===== src/swerc_pkg.sv =====
`timescale 1ns / 1ps
// ----------------------------------------------------------------------------
// swerc_pkg
// Shared widths, codes and control structs of the event rate checker.
// ----------------------------------------------------------------------------
package swerc_pkg;

    localparam int DEPTH_DEF    = 64;
    localparam int OP_W         = 2;
    localparam int TIME_W       = 32;
    localparam int NEED_W       = 8;
    localparam int KEEP_COUNT_W = 7;
    localparam int CFG_IDX_W    = 1;
    localparam int CFG_DATA_W   = 32;

    // item operation codes; code 3 is a no-op
    localparam logic [OP_W-1:0] OP_ADD   = 2'd0;
    localparam logic [OP_W-1:0] OP_CHECK = 2'd1;
    localparam logic [OP_W-1:0] OP_CLEAR = 2'd2;

    // configuration register indexes
    localparam logic [CFG_IDX_W-1:0] CFG_KEEP_COUNT = 1'b0;
    localparam logic [CFG_IDX_W-1:0] CFG_KEEP_AGE   = 1'b1;

    typedef struct packed {
        logic load;         // capture the accepted item
        logic clear;        // empty the store
        logic add_write;    // append the stamp
        logic trim;         // cut down to keep_count
        logic scan_init;    // arm the ring walk
        logic scan_step;    // advance the ring walk
        logic result_load;  // fill the output register
    } t_cmd;

    typedef struct packed {
        logic scan_done;
    } t_sts;

endpackage


===== src/swerc_in_if.sv =====
`timescale 1ns / 1ps
// ----------------------------------------------------------------------------
// swerc_in_if
// Item channel: operation, time, needed count and window.
// ----------------------------------------------------------------------------
interface swerc_in_if;
    logic                          valid;
    logic                          ready;
    logic [swerc_pkg::OP_W-1:0]    op;
    logic [swerc_pkg::TIME_W-1:0]  now;
    logic [swerc_pkg::NEED_W-1:0]  need_count;
    logic [swerc_pkg::TIME_W-1:0]  window;

    modport source (output valid, op, now, need_count, window, input ready);
    modport sink   (input valid, op, now, need_count, window, output ready);
endinterface


===== src/swerc_out_if.sv =====
`timescale 1ns / 1ps
// ----------------------------------------------------------------------------
// swerc_out_if
// Result channel: check outcome and stored event count.
// ----------------------------------------------------------------------------
interface swerc_out_if #(
    parameter int CNT_W = 7
);
    logic             valid;
    logic             ready;
    logic             met;
    logic [CNT_W-1:0] held_count;

    modport source (output valid, met, held_count, input ready);
    modport sink   (input valid, met, held_count, output ready);
endinterface


===== src/swerc_ctrl.sv =====
`timescale 1ns / 1ps
// ----------------------------------------------------------------------------
// swerc_ctrl
// Sequencer: add = append, trim, ring walk; check = ring walk; all end in result.
// ----------------------------------------------------------------------------
module swerc_ctrl (
    input  logic                       i_clk,
    input  logic                       i_rst_n,
    input  logic                       i_in_valid,
    input  logic [swerc_pkg::OP_W-1:0] i_op,
    output logic                       o_in_ready,
    output logic                       o_out_valid,
    input  logic                       i_out_ready,
    output swerc_pkg::t_cmd            o_cmd,
    input  swerc_pkg::t_sts            i_sts
);

    typedef enum logic [5:0] {
        S_IDLE = 6'b000001,
        S_ADD  = 6'b000010,
        S_TRIM = 6'b000100,
        S_INIT = 6'b001000,
        S_SCAN = 6'b010000,
        S_DONE = 6'b100000
    } t_state;

    t_state r_state, n_state;
    logic   r_out_vld, n_out_vld;

    always_comb begin
        n_state = r_state;
        o_cmd   = '0;
        case (r_state)
            S_IDLE: begin
                if (i_in_valid) begin
                    o_cmd.load = 1'b1;
                    case (i_op)
                        swerc_pkg::OP_ADD:   n_state = S_ADD;
                        swerc_pkg::OP_CHECK: n_state = S_INIT;
                        swerc_pkg::OP_CLEAR: begin
                            o_cmd.clear = 1'b1;
                            n_state     = S_DONE;
                        end
                        default:             n_state = S_DONE;
                    endcase
                end
            end
            S_ADD: begin
                o_cmd.add_write = 1'b1;
                n_state         = S_TRIM;
            end
            S_TRIM: begin
                o_cmd.trim = 1'b1;
                n_state    = S_INIT;
            end
            S_INIT: begin
                o_cmd.scan_init = 1'b1;
                n_state         = S_SCAN;
            end
            S_SCAN: begin
                o_cmd.scan_step = 1'b1;
                if (i_sts.scan_done) begin
                    n_state = S_DONE;
                end
            end
            S_DONE: begin
                // wait for the output register to free up
                if (!r_out_vld || i_out_ready) begin
                    o_cmd.result_load = 1'b1;
                    n_state           = S_IDLE;
                end
            end
            default: n_state = S_IDLE;
        endcase
    end

    always_comb begin
        n_out_vld = r_out_vld;
        if (o_cmd.result_load) begin
            n_out_vld = 1'b1;
        end else if (i_out_ready) begin
            n_out_vld = 1'b0;
        end
    end

    always_ff @(posedge i_clk) begin
        if (!i_rst_n) begin
            r_state   <= S_IDLE;
            r_out_vld <= 1'b0;
        end else begin
            r_state   <= n_state;
            r_out_vld <= n_out_vld;
        end
    end

    assign o_in_ready  = (r_state == S_IDLE);
    assign o_out_valid = r_out_vld;

endmodule


===== src/swerc_dp.sv =====
`timescale 1ns / 1ps
// ----------------------------------------------------------------------------
// swerc_dp
// Stamp ring, pointers, thresholds, ring walker and result register.
// ----------------------------------------------------------------------------
module swerc_dp #(
    parameter int DEPTH = swerc_pkg::DEPTH_DEF,
    parameter int CNT_W = $clog2(DEPTH + 1)
) (
    input  logic                               i_clk,
    input  logic                               i_rst_n,
    input  swerc_pkg::t_cmd                    i_cmd,
    output swerc_pkg::t_sts                    o_sts,
    input  logic [swerc_pkg::OP_W-1:0]         i_op,
    input  logic [swerc_pkg::TIME_W-1:0]       i_now,
    input  logic [swerc_pkg::NEED_W-1:0]       i_need_count,
    input  logic [swerc_pkg::TIME_W-1:0]       i_window,
    input  logic                               i_cfg_we,
    input  logic [swerc_pkg::CFG_IDX_W-1:0]    i_cfg_idx,
    input  logic [swerc_pkg::CFG_DATA_W-1:0]   i_cfg_data,
    output logic                               o_met,
    output logic [CNT_W-1:0]                   o_held_count
);

    localparam int PTR_W = (DEPTH > 1) ? $clog2(DEPTH) : 1;
    localparam int SUM_W = CNT_W + 1;
    localparam int LIM_W = (CNT_W > swerc_pkg::KEEP_COUNT_W) ? CNT_W : swerc_pkg::KEEP_COUNT_W;
    localparam int CMP_W = (CNT_W > swerc_pkg::NEED_W) ? CNT_W : swerc_pkg::NEED_W;
    localparam int TW    = swerc_pkg::TIME_W;

    localparam logic [SUM_W-1:0] DEPTH_S = SUM_W'(DEPTH);
    localparam logic [CNT_W-1:0] DEPTH_C = CNT_W'(DEPTH);
    localparam logic [LIM_W-1:0] DEPTH_L = LIM_W'(DEPTH);
    localparam logic [PTR_W-1:0] LAST_P  = PTR_W'(DEPTH - 1);

    // sum below twice the depth folds back with one compare and subtract
    function automatic logic [PTR_W-1:0] ring_wrap(input logic [SUM_W-1:0] s);
        logic [SUM_W-1:0] t;
        t = (s >= DEPTH_S) ? (s - DEPTH_S) : s;
        return t[PTR_W-1:0];
    endfunction

    function automatic logic [PTR_W-1:0] ptr_inc(input logic [PTR_W-1:0] p);
        return (p == LAST_P) ? '0 : p + 1'b1;
    endfunction

    function automatic logic [TW-1:0] sat_sub(input logic [TW-1:0] a,
                                              input logic [TW-1:0] b);
        return (a >= b) ? (a - b) : '0;
    endfunction

    logic [TW-1:0]                       r_mem [DEPTH];
    logic [PTR_W-1:0]                    r_oldest;
    logic [CNT_W-1:0]                    r_occ;
    logic [swerc_pkg::KEEP_COUNT_W-1:0]  r_keep_count;
    logic [TW-1:0]                       r_keep_age;
    logic [TW-1:0]                       r_now;
    logic [swerc_pkg::NEED_W-1:0]        r_need;
    logic [TW-1:0]                       r_thr;
    logic                                r_prune;
    logic                                r_is_chk;
    logic [PTR_W-1:0]                    r_rd_ptr;
    logic [CNT_W-1:0]                    r_left;
    logic                                r_rvld;
    logic [TW-1:0]                       r_rdata;
    logic [CNT_W-1:0]                    r_count;
    logic                                r_met;
    logic [CNT_W-1:0]                    r_held;

    logic                                add_full;
    logic [PTR_W-1:0]                    add_waddr;
    logic [LIM_W-1:0]                    lim;
    logic [LIM_W-1:0]                    occ_l;
    logic                                over;
    logic [PTR_W-1:0]                    trim_oldest;
    logic                                stale;
    logic                                stop;
    logic                                issue;

    assign add_full  = (r_occ == DEPTH_C);
    assign add_waddr = add_full ? r_oldest
                                : ring_wrap(SUM_W'(r_oldest) + SUM_W'(r_occ));

    assign occ_l       = LIM_W'(r_occ);
    assign lim         = (LIM_W'(r_keep_count) > DEPTH_L) ? DEPTH_L : LIM_W'(r_keep_count);
    assign over        = (occ_l > lim);
    assign trim_oldest = ring_wrap(SUM_W'(r_oldest) + SUM_W'(occ_l - lim));

    // walker: one stamp read per cycle, compared in the cycle after the read
    assign stale = (r_rdata < r_thr);
    assign stop  = r_prune && r_rvld && !stale;
    assign issue = i_cmd.scan_step && (r_left != '0) && !stop;
    assign o_sts.scan_done = stop || ((r_left == '0) && !r_rvld);

    always_ff @(posedge i_clk) begin
        if (i_cmd.add_write) begin
            r_mem[add_waddr] <= r_now;
        end
        if (issue) begin
            r_rdata <= r_mem[r_rd_ptr];
        end
    end

    always_ff @(posedge i_clk) begin
        if (!i_rst_n) begin
            r_oldest     <= '0;
            r_occ        <= '0;
            r_keep_count <= '0;
            r_keep_age   <= '0;
            r_rvld       <= 1'b0;
            r_left       <= '0;
            r_prune      <= 1'b0;
            r_is_chk     <= 1'b0;
        end else begin
            if (i_cfg_we) begin
                case (i_cfg_idx)
                    swerc_pkg::CFG_KEEP_COUNT:
                        r_keep_count <= i_cfg_data[swerc_pkg::KEEP_COUNT_W-1:0];
                    swerc_pkg::CFG_KEEP_AGE:
                        r_keep_age <= i_cfg_data[TW-1:0];
                    default: ;
                endcase
            end

            if (i_cmd.load) begin
                r_prune  <= (i_op == swerc_pkg::OP_ADD);
                r_is_chk <= (i_op == swerc_pkg::OP_CHECK);
            end

            if (i_cmd.clear) begin
                r_oldest <= '0;
                r_occ    <= '0;
            end else if (i_cmd.add_write) begin
                // full store: the oldest slot is reused for the new stamp
                if (add_full) begin
                    r_oldest <= ptr_inc(r_oldest);
                end else begin
                    r_occ <= r_occ + 1'b1;
                end
            end else if (i_cmd.trim) begin
                if (over) begin
                    r_oldest <= trim_oldest;
                    r_occ    <= lim[CNT_W-1:0];
                end
            end else if (i_cmd.scan_step && r_prune && r_rvld && stale) begin
                r_oldest <= ptr_inc(r_oldest);
                r_occ    <= r_occ - 1'b1;
            end

            if (i_cmd.scan_init) begin
                r_left <= r_occ;
                r_rvld <= 1'b0;
            end else if (i_cmd.scan_step) begin
                r_rvld <= issue;
                if (issue) begin
                    r_left <= r_left - 1'b1;
                end
            end
        end
    end

    always_ff @(posedge i_clk) begin
        if (i_cmd.load) begin
            r_now  <= i_now;
            r_need <= i_need_count;
            r_thr  <= (i_op == swerc_pkg::OP_ADD) ? sat_sub(i_now, r_keep_age)
                                                  : sat_sub(i_now, i_window);
        end
        if (i_cmd.scan_init) begin
            r_rd_ptr <= r_oldest;
            r_count  <= '0;
        end else if (i_cmd.scan_step) begin
            if (issue) begin
                r_rd_ptr <= ptr_inc(r_rd_ptr);
            end
            if (!r_prune && r_rvld && !stale) begin
                r_count <= r_count + 1'b1;
            end
        end
        if (i_cmd.result_load) begin
            r_met  <= r_is_chk && (CMP_W'(r_count) >= CMP_W'(r_need));
            r_held <= r_occ;
        end
    end

    assign o_met        = r_met;
    assign o_held_count = r_held;

endmodule


===== src/sliding_window_event_rate_check.sv =====
`timescale 1ns / 1ps
// ----------------------------------------------------------------------------
// sliding_window_event_rate_check
// Event stamp store with count and age trimming and windowed rate check.
// ----------------------------------------------------------------------------
// One item is worked at a time and every item gives one result beat. The stamp
// ring sits in a single-port memory that is walked one stamp per cycle.
// A clear or no-op item goes straight from acceptance to the result load. A
// check arms the ring walk, walks the n stored stamps and loads the result.
// An add appends its stamp, trims to the kept count and walks the m stamps
// left after the count trim, dropping each one that is too old; the walk
// stops at the first stamp young enough, or when none remain. The next item
// can be taken in the cycle after the result load. It is taken as soon as
// the result sits in the output register, even if the sink has not taken it
// yet. A stalled sink holds the following item in its last step. The user
// must write configuration only while the block is idle; the block itself
// does not enforce it. No clearing pass follows reset.
module sliding_window_event_rate_check #(
    parameter int DEPTH = swerc_pkg::DEPTH_DEF,
    parameter int CNT_W = $clog2(DEPTH + 1)
) (
    input  logic                               i_clk,
    input  logic                               i_rst_n,
    swerc_in_if.sink                           i_in,
    swerc_out_if.source                        o_out,
    input  logic                               i_cfg_we,
    input  logic [swerc_pkg::CFG_IDX_W-1:0]    i_cfg_idx,
    input  logic [swerc_pkg::CFG_DATA_W-1:0]   i_cfg_data
);

    swerc_pkg::t_cmd cmd;
    swerc_pkg::t_sts sts;
    logic            in_ready;
    logic            out_valid;
    logic            met;
    logic [CNT_W-1:0] held_count;

    swerc_ctrl u_ctrl (
        .i_clk       (i_clk),
        .i_rst_n     (i_rst_n),
        .i_in_valid  (i_in.valid),
        .i_op        (i_in.op),
        .o_in_ready  (in_ready),
        .o_out_valid (out_valid),
        .i_out_ready (o_out.ready),
        .o_cmd       (cmd),
        .i_sts       (sts)
    );

    swerc_dp #(
        .DEPTH (DEPTH),
        .CNT_W (CNT_W)
    ) u_dp (
        .i_clk        (i_clk),
        .i_rst_n      (i_rst_n),
        .i_cmd        (cmd),
        .o_sts        (sts),
        .i_op         (i_in.op),
        .i_now        (i_in.now),
        .i_need_count (i_in.need_count),
        .i_window     (i_in.window),
        .i_cfg_we     (i_cfg_we),
        .i_cfg_idx    (i_cfg_idx),
        .i_cfg_data   (i_cfg_data),
        .o_met        (met),
        .o_held_count (held_count)
    );

    assign i_in.ready       = in_ready;
    assign o_out.valid      = out_valid;
    assign o_out.met        = met;
    assign o_out.held_count = held_count;

    // one item in flight: ready drops right after an accepted beat
    a_one_in_flight: assert property (@(posedge i_clk) disable iff (!i_rst_n)
        (i_in.valid && in_ready) |=> !in_ready)
        else $error("item accepted while previous item still in work");

    // store never reports more stamps than it can hold
    a_held_bound: assert property (@(posedge i_clk) disable iff (!i_rst_n)
        out_valid |-> (held_count <= CNT_W'(DEPTH)))
        else $error("held_count above depth");

    // a new result appears only after the sequencer was busy
    a_result_after_work: assert property (@(posedge i_clk) disable iff (!i_rst_n)
        $rose(out_valid) |-> $past(!in_ready))
        else $error("result beat without item in work");

    // result beat holds steady while the sink stalls
    a_out_hold: assert property (@(posedge i_clk) disable iff (!i_rst_n)
        (out_valid && !o_out.ready) |=>
            (out_valid && $stable(met) && $stable(held_count)))
        else $error("result beat changed while stalled");

endmodule

===== src/flat_wrapper.sv =====
// flat-port wrapper written by rule: the top's interface ports become plain ports
module sliding_window_event_rate_check_flat 
#(
    parameter int DEPTH = swerc_pkg::DEPTH_DEF,
    parameter int CNT_W = $clog2(DEPTH + 1)
)
  (i_clk, i_rst_n, i_cfg_we, i_cfg_idx, i_cfg_data, i_in_valid, i_in_op, i_in_now, i_in_need_count, i_in_window, i_in_ready, o_out_valid, o_out_met, o_out_held_count, o_out_ready);
  swerc_in_if i_in_i ();
  swerc_out_if #(.CNT_W(CNT_W)) o_out_i ();
  input  logic i_clk;
  input  logic i_rst_n;
  input  logic i_cfg_we;
  input  logic [swerc_pkg::CFG_IDX_W-1:0] i_cfg_idx;
  input  logic [swerc_pkg::CFG_DATA_W-1:0] i_cfg_data;
  input wire logic [$bits(i_in_i.valid)-1:0] i_in_valid;
  input wire logic [$bits(i_in_i.op)-1:0] i_in_op;
  input wire logic [$bits(i_in_i.now)-1:0] i_in_now;
  input wire logic [$bits(i_in_i.need_count)-1:0] i_in_need_count;
  input wire logic [$bits(i_in_i.window)-1:0] i_in_window;
  output wire logic [$bits(i_in_i.ready)-1:0] i_in_ready;
  output wire logic [$bits(o_out_i.valid)-1:0] o_out_valid;
  output wire logic [$bits(o_out_i.met)-1:0] o_out_met;
  output wire logic [$bits(o_out_i.held_count)-1:0] o_out_held_count;
  input wire logic [$bits(o_out_i.ready)-1:0] o_out_ready;
  assign i_in_i.valid = i_in_valid;
  assign i_in_i.op = i_in_op;
  assign i_in_i.now = i_in_now;
  assign i_in_i.need_count = i_in_need_count;
  assign i_in_i.window = i_in_window;
  assign i_in_ready = i_in_i.ready;
  assign o_out_valid = o_out_i.valid;
  assign o_out_met = o_out_i.met;
  assign o_out_held_count = o_out_i.held_count;
  assign o_out_i.ready = o_out_ready;
  sliding_window_event_rate_check #(.DEPTH(DEPTH), .CNT_W(CNT_W)) u_core (.i_clk(i_clk), .i_rst_n(i_rst_n), .i_in(i_in_i), .o_out(o_out_i), .i_cfg_we(i_cfg_we), .i_cfg_idx(i_cfg_idx), .i_cfg_data(i_cfg_data));
endmodule

===== config.mk =====
export PLATFORM = sky130hd
export DESIGN_NAME = sliding_window_event_rate_check_flat
export DESIGN_NICKNAME = d
export VERILOG_FILES = /design/src/swerc_pkg.sv /design/src/swerc_in_if.sv /design/src/swerc_out_if.sv /design/src/swerc_ctrl.sv /design/src/swerc_dp.sv /design/src/sliding_window_event_rate_check.sv /design/src/flat_wrapper.sv
export SDC_FILE = /design/constraint.sdc
export NUM_CORES = 2
export LEC_CHECK = 0
export BUFFER_PORTS_ARGS = -buffer_cell sky130_fd_sc_hd__buf_2
export CAP_MARGIN = 20
export CORE_ASPECT_RATIO = 0.7
export CORE_MARGIN = 1.5
export CORE_UTILIZATION = 60
export DETAILED_ROUTE_END_ITERATION = 16
export GPL_ROUTABILITY_DRIVEN = 0
export PLACE_DENSITY = 0.79
export SYNTH_ARGS = -nofsm -noshare
export SYNTH_HDL_FRONTEND = slang
export SYNTH_SLANG_ARGS = --single-unit

===== constraint.sdc =====
create_clock -name i_clk -period 5.4 [get_ports i_clk]
set_clock_uncertainty 0.15 [all_clocks]
set_input_delay 0.54 -clock i_clk [delete_from_list [all_inputs] [get_ports i_clk]]
set_output_delay 0.54 -clock i_clk [all_outputs]
set_load 0.005 [all_outputs]

# == After elaboration in Yosys (flattened, before gate mapping) ==
# Memory sizes are Yosys's and may differ from the RTL's. A register that Yosys moved wholly into a read port is not among the register bits.
# Cells that the tools add are included.
# W data, S select, Z words.
# word_totals
register_bits,162
latchBits,0
ramBits,2048
romBits,0
input_bits,112
wordCells,135
n_memories,1
# memory_table
name,words,word_bits,rd,rd_ports_with_merged_regs,wr,line,source
u_core.u_dp.r_mem,64,32,1,1,1,swerc_dp.sv:52,logic [TW-1:0] r_mem [DEPTH];
# classes
n_addsub,13
mul,0
div,0
order_cmp,8
n_eq_ne,17
shifts,0
muxes,43
bitwise,2
n_reduce_logical,34
# ops
operator,count
$mux W32,3
$mux W6,16
$ge A32 B32 Y1,2
$sub A32 B32 Y32,2
$mux W7,9
$pmux W6 S6,1
$lt A32 B32 Y1,1
$eq A6 B6 Y1 const B,3
$ge A8 B7 Y1 const B,2
$add A7 B1 Y7 const B,2
$sub A7 B1 Y7 const B,2
$add A6 B1 Y6 const B,2
$pmux W6 S2,1
$sub A6 B1 Y6 const B,2
$logic_and A1 B1 Y1,11
$mux W1,11
$reduce_and A3 Y1,3
$add A6 B7 Y8,1
$add A6 B8 Y8,1
$ge A7 B8 Y1,1
$ne A2 B2 Y1 const B,4
$reduce_and A2 Y1,4
$sub A7 B7 Y8,1
$eq A7 B7 Y1 const B,1
other kinds (21),31

# == Longest topological paths before layout ==
# depth
ltp_word,9
ltp_mapped,15
mapped_depth_nobuf,14

# == Modules after synthesis ==
# A second synthesis with hierarchy kept.
# hier_totals
cells_unflattened,4386
area_unflattened_um2,90538.1
# modules_own_cells
mod,n_inst,cells_each,area_each_um2
swerc_dp,1,4341,90139.0
swerc_ctrl,1,45,399.1

# == Worst setup path after synthesis ==
# OpenSTA, ideal clock, no wires.
# synth_timing
path_type,reg-to-reg
from,"reg u_core.u_dp.r_occ[1], in the netlist u_core.u_dp.occ_l[1]"
to,mem u_core.u_dp.r_mem[32][0] in the netlist's numbering (enable)
setup_ns,0.421
arrival_time_ns,3.350
path_slack_ns,1.479
path_stages_with_launch,11
synth_period_minus_slack_ns,3.921
cell_sequence,dfxtp_1 ha_1 a21o_1 a21oi_1 o21bai_1 a21oi_1 xnor2_1 nand2_1 xnor2_1 nand2_1 nor2_1
# synth_via
elab_chain_len,4
word_cells_on_any_way,6
classes_between,2 x add/sub; 1 x order compare; 1 x eq/ne; 2 x mux
# synth_rtl
item,line,source
start: declaration,swerc_dp.sv:54,logic [CNT_W-1:0] r_occ;
start signal: assignment,swerc_dp.sv:138,r_occ <= r_occ + 1'b1;
start signal: assignment,swerc_dp.sv:143,r_occ <= lim[CNT_W-1:0];
start signal: assignment,swerc_dp.sv:147,r_occ <= r_occ - 1'b1;
$add A6 B7 Y8,swerc_dp.sv:82,: ring_wrap(SUM_W'(r_oldest) + SUM_W'(r_occ));
$ge A8 B7 Y1 / $sub A6 B1 Y6 (equally long branches),swerc_dp.sv:39,t = (s >= DEPTH_S) ? (s - DEPTH_S) : s;
$mux W6,swerc_dp.sv:39,
$mux W6 (*),swerc_dp.sv:81,assign add_waddr = add_full ? r_oldest
end: declaration,swerc_dp.sv:52,
# Mark *: on every way between the ends. The rest lies on a longest branch, timed or not.

# == Final worst setup path ==
# layout_timing
from,"reg u_core.u_dp.r_occ[1], in the netlist u_core.u_dp.occ_l[1]"
to,mem u_core.u_dp.r_mem[20][15] in the netlist's numbering (enable)
# Same word-level chain as after synthesis.

==> run metrics <==
status complete, no violations; final hold vios 0; Syn Nets 4570; max-cap viol count 0; CTS tree yes; Multi-input gate area 22700 um^2; starting DRC count in detailed routing 8298; area grow syn2layout 12.8%; DR WL/cell 36.0 um; final cycle utilization of the critical path 81.6%; Reg clk slew, reported paths 0.07 ns; Synth Area in XOR/XNOR 0.796%; crit path kind reg2reg; vias per cell 7.05; syn avg cell area 20.9 um^2; H-tree Lvls 4; Flop pwr share 55.7%; register area 66600 um^2; Power Density 343 nW/um^2; total iterations of the first detailed-routing run 6; library cells used by synthesis 76; Final min period 4.41 ns; Routed WL 247000 um; CTS Buf Count 188; startpoint types flop; worst hold path class in2reg; leading cell type in the layout, fill and taps excluded edfxtp_1; clock sink count 2242; cells after synthesis 4323; met1 Resource Use GR 46.8%; static leakage 32.9 nW; Core Region 149000 um^2; FILL cells 8674; unrepaired setup endpoints after global routing no; Die Height 327 um; first-pass GRT wire length 351000 um; Max Slew Vio Count 0; largest net degree at the start of global routing 79; fmax 0.227 GHz; met2 Use GR 50.0%; worst path arrival time 4.77 ns; ys flop type edfxtp_1; worst slew pin tran 1.08 ns; Synth Area in Compound Gates 2.75%; Psw 7.65 mW; peak supply drop 0.000355 V; post-synthesis cell area 90200 um^2; Power Internal 27.3 mW; port buffer count 121; switching share of power 21.9%; Slew headroom 28.0%; ys async rst share 0%; drt drc 0; yosys warns 0; Ports 122; share of layout cells above drive strength 1 27.6%; Post-DP HPWL 140000 um; Crit Path Max Fanout 20; register area share after synthesis 73.8%; cts repair resizes 0; Overflow after GRT 0; met3 Use GR 9.03%; combinational share of power 5.2%; mux cell area share after synthesis 16.9%; via count 48300; Post-synth EDFFs 2166; Sum Neg Setup Slack 0 ns; area of the die 153000 um^2; initial antenna violation count 19; Die W 466 um; row count 118; Critical Path RT 5.76 ns; largest family of logic cells by synthesized area multiplexers; Crit. End Element flop; vias in the first global route 47600; clock insertion delay at the later pin of the skew report 0.83 ns; Clk pwr share 39.1%; number of nets in the layout 4961; Max clock buf depth 3; starting density of the core 60.7%; DP Worst Slack 1.14 ns; post-route ant nets 0; Post-Synth Adder-Cell Area 1.94%; clock tree root driver cell clkbuf_16; Simple-Gate Fraction of Synth Area 2.28%; most frequent cells in the layout 2166 x edfxtp_1, 668 x mux4_2, 191 x clkbuf_16; #FFs+latches synth 2242; gr busiest metal met2; post-route setup slack 0.993 ns; endpoints failing setup 0; GRT Overall Usage 32.9%
[worst paths after layout]
kind / start / end / slack (ns) / cells after the start
worst min-delay path: i_cfg_idx / u_core.u_dp.r_keep_age[26]$_SDFFE_PN0P_ / 0.20 / 4
worst max-delay path: u_core.u_dp.occ_l[1]$_SDFFE_PP0P_ / u_core.u_dp.r_mem[20][15]$_DFFE_PP_ / 0.99 / 8
worst max register to register: u_core.u_dp.occ_l[1]$_SDFFE_PP0P_ / u_core.u_dp.r_mem[20][15]$_DFFE_PP_ / 0.99 / 8
worst min register to register: u_core.u_dp.r_keep_age[24]$_SDFFE_PN0P_ / u_core.u_dp.r_keep_age[24]$_SDFFE_PN0P_ / 0.31 / 2
[sequential cells by signal, summed over array words and instances (netlist names)]
| register | flops |
|---|---|
| u_core.u_dp.r_rdata | 32 |
| u_core.u_dp.r_rvld | 1 |
| u_core.u_dp.o_held_count | 7 |
| u_core.u_ctrl.o_out_valid | 1 |
| u_core.u_dp.r_need | 8 |
| u_core.u_dp.r_keep_age | 32 |
| u_core.u_dp.r_thr | 32 |
| u_core.u_dp.r_count | 7 |
| u_core.u_dp.occ_l | 7 |
| u_core.u_dp.r_is_chk | 1 |
| u_core.u_dp.r_keep_count | 7 |
| u_core.u_ctrl.r_state | 6 |
| u_core.u_dp.r_prune | 1 |
| u_core.u_dp.r_now | 32 |
| u_core.u_dp.o_met | 1 |
| u_core.u_dp.r_mem | 2048 |
| u_core.u_dp.r_rd_ptr | 6 |
| u_core.u_dp.r_left | 7 |
| u_core.u_dp.r_oldest | 6 |
[timing repair]
action	CTS	global route
hold buffers	79	0
setup buffers	0	0
hold endpoints to repair	93	0
[area by class of cell]
| class | instances | area share, % |
|---|---|---|
| Antenna cell | 5 | 0.0123 |
| Clock buffer | 229 | 4.88 |
| Clock inverter | 118 | 1.06 |
| Inverter | 154 | 0.569 |
| Multi-Input combinational cell | 1738 | 22.4 |
| Sequential cell | 2242 | 65.4 |
| Tap cell | 1980 | 2.44 |
| Timing Repair Buffer | 390 | 3.26 |
[cell families after synthesis]
group / Yosys count
adders and majority gates: 135
xor gates and xnor gates: 82
AOI/OAI and AO/OA: 385
buffers and inverters: 343
and+or+nand+nor: 448
DFF: 2242
muxes: 688
[per-stage QoR]
stage | instance area (um^2) | cells | util, % | total power, mW | hold slack, ns
floorplan | 90200 | 4323 | - | 20.8 | 0.282
global placement | 94800 | 6421 | 63.8 | 21.4 | 0.294
detailed placement | 94800 | 6422 | 63.8 | 21.5 | 0.299
CTS | 102000 | 6848 | 68.4 | 34.9 | 0.152
global route | 102000 | 6851 | 68.5 | 35.7 | 0.207
finish | 102000 | 6856 | 68.5 | 34.9 | 0.198
[worst max-delay path: stages (launching register included)]
cell	delay (ns)
dfxtp_1	0.40
inv_1	0.26
ha_1	0.21
nand4_1	0.41
a21oi_1	0.56
nor2b_1	0.23
nand2_1	0.65
nor2_4	0.91
buf_4	0.31
[routing by layer]
layer  wire length, um  up-vias
li1                  -    18700
met1             87500    25000
met2            115000     4101
met3             35400      530
met4              9150       14
met5               151        -
[power by group through the flow]
stage / Sequential [mW] / Combinational (mW) / Clock [mW]
2_1_floorplan: 20.0 / 0.735 / 0
3_3_place_gp: 19.9 / 1.59 / 0
3_5_place_dp: 19.8 / 1.67 / 0
4_1_cts: 19.5 / 1.74 / 13.7
5_1_grt: 19.5 / 1.90 / 14.3
6_report: 19.5 / 1.81 / 13.6
[synth_stat cells (5+ instances only)]
master | number | share of area (%)
a211oi_1 | 17 | 0.14
a21o_1 | 51 | 0.42
a21oi_1 | 135 | 0.75
a22o_1 | 31 | 0.30
a31oi_1 | 6 | 0.042
and2_1 | 5 | 0.035
and3_1 | 6 | 0.042
buf_1 | 24 | 0.10
buf_2 | 47 | 0.26
buf_4 | 11 | 0.092
clkbuf_1 | 105 | 0.44
dfxtp_1 | 76 | 1.7
edfxtp_1 | 2166 | 72
fa_1 | 8 | 0.18
ha_1 | 127 | 1.8
inv_1 | 154 | 0.64
mux2i_1 | 15 | 0.17
mux4_2 | 668 | 17
nand2_1 | 153 | 0.64
nand2b_1 | 13 | 0.090
nand3_1 | 32 | 0.18
nand3b_1 | 5 | 0.042
nand4_1 | 31 | 0.21
nor2_1 | 138 | 0.57
nor2b_1 | 19 | 0.13
nor3_1 | 16 | 0.089
nor4_1 | 9 | 0.062
o21a_1 | 8 | 0.067
o21ai_0 | 64 | 0.36
o21ai_1 | 11 | 0.061
o21bai_1 | 13 | 0.11
xnor2_1 | 51 | 0.50
xor2_1 | 31 | 0.30
(Power assumes the default switching activity.)
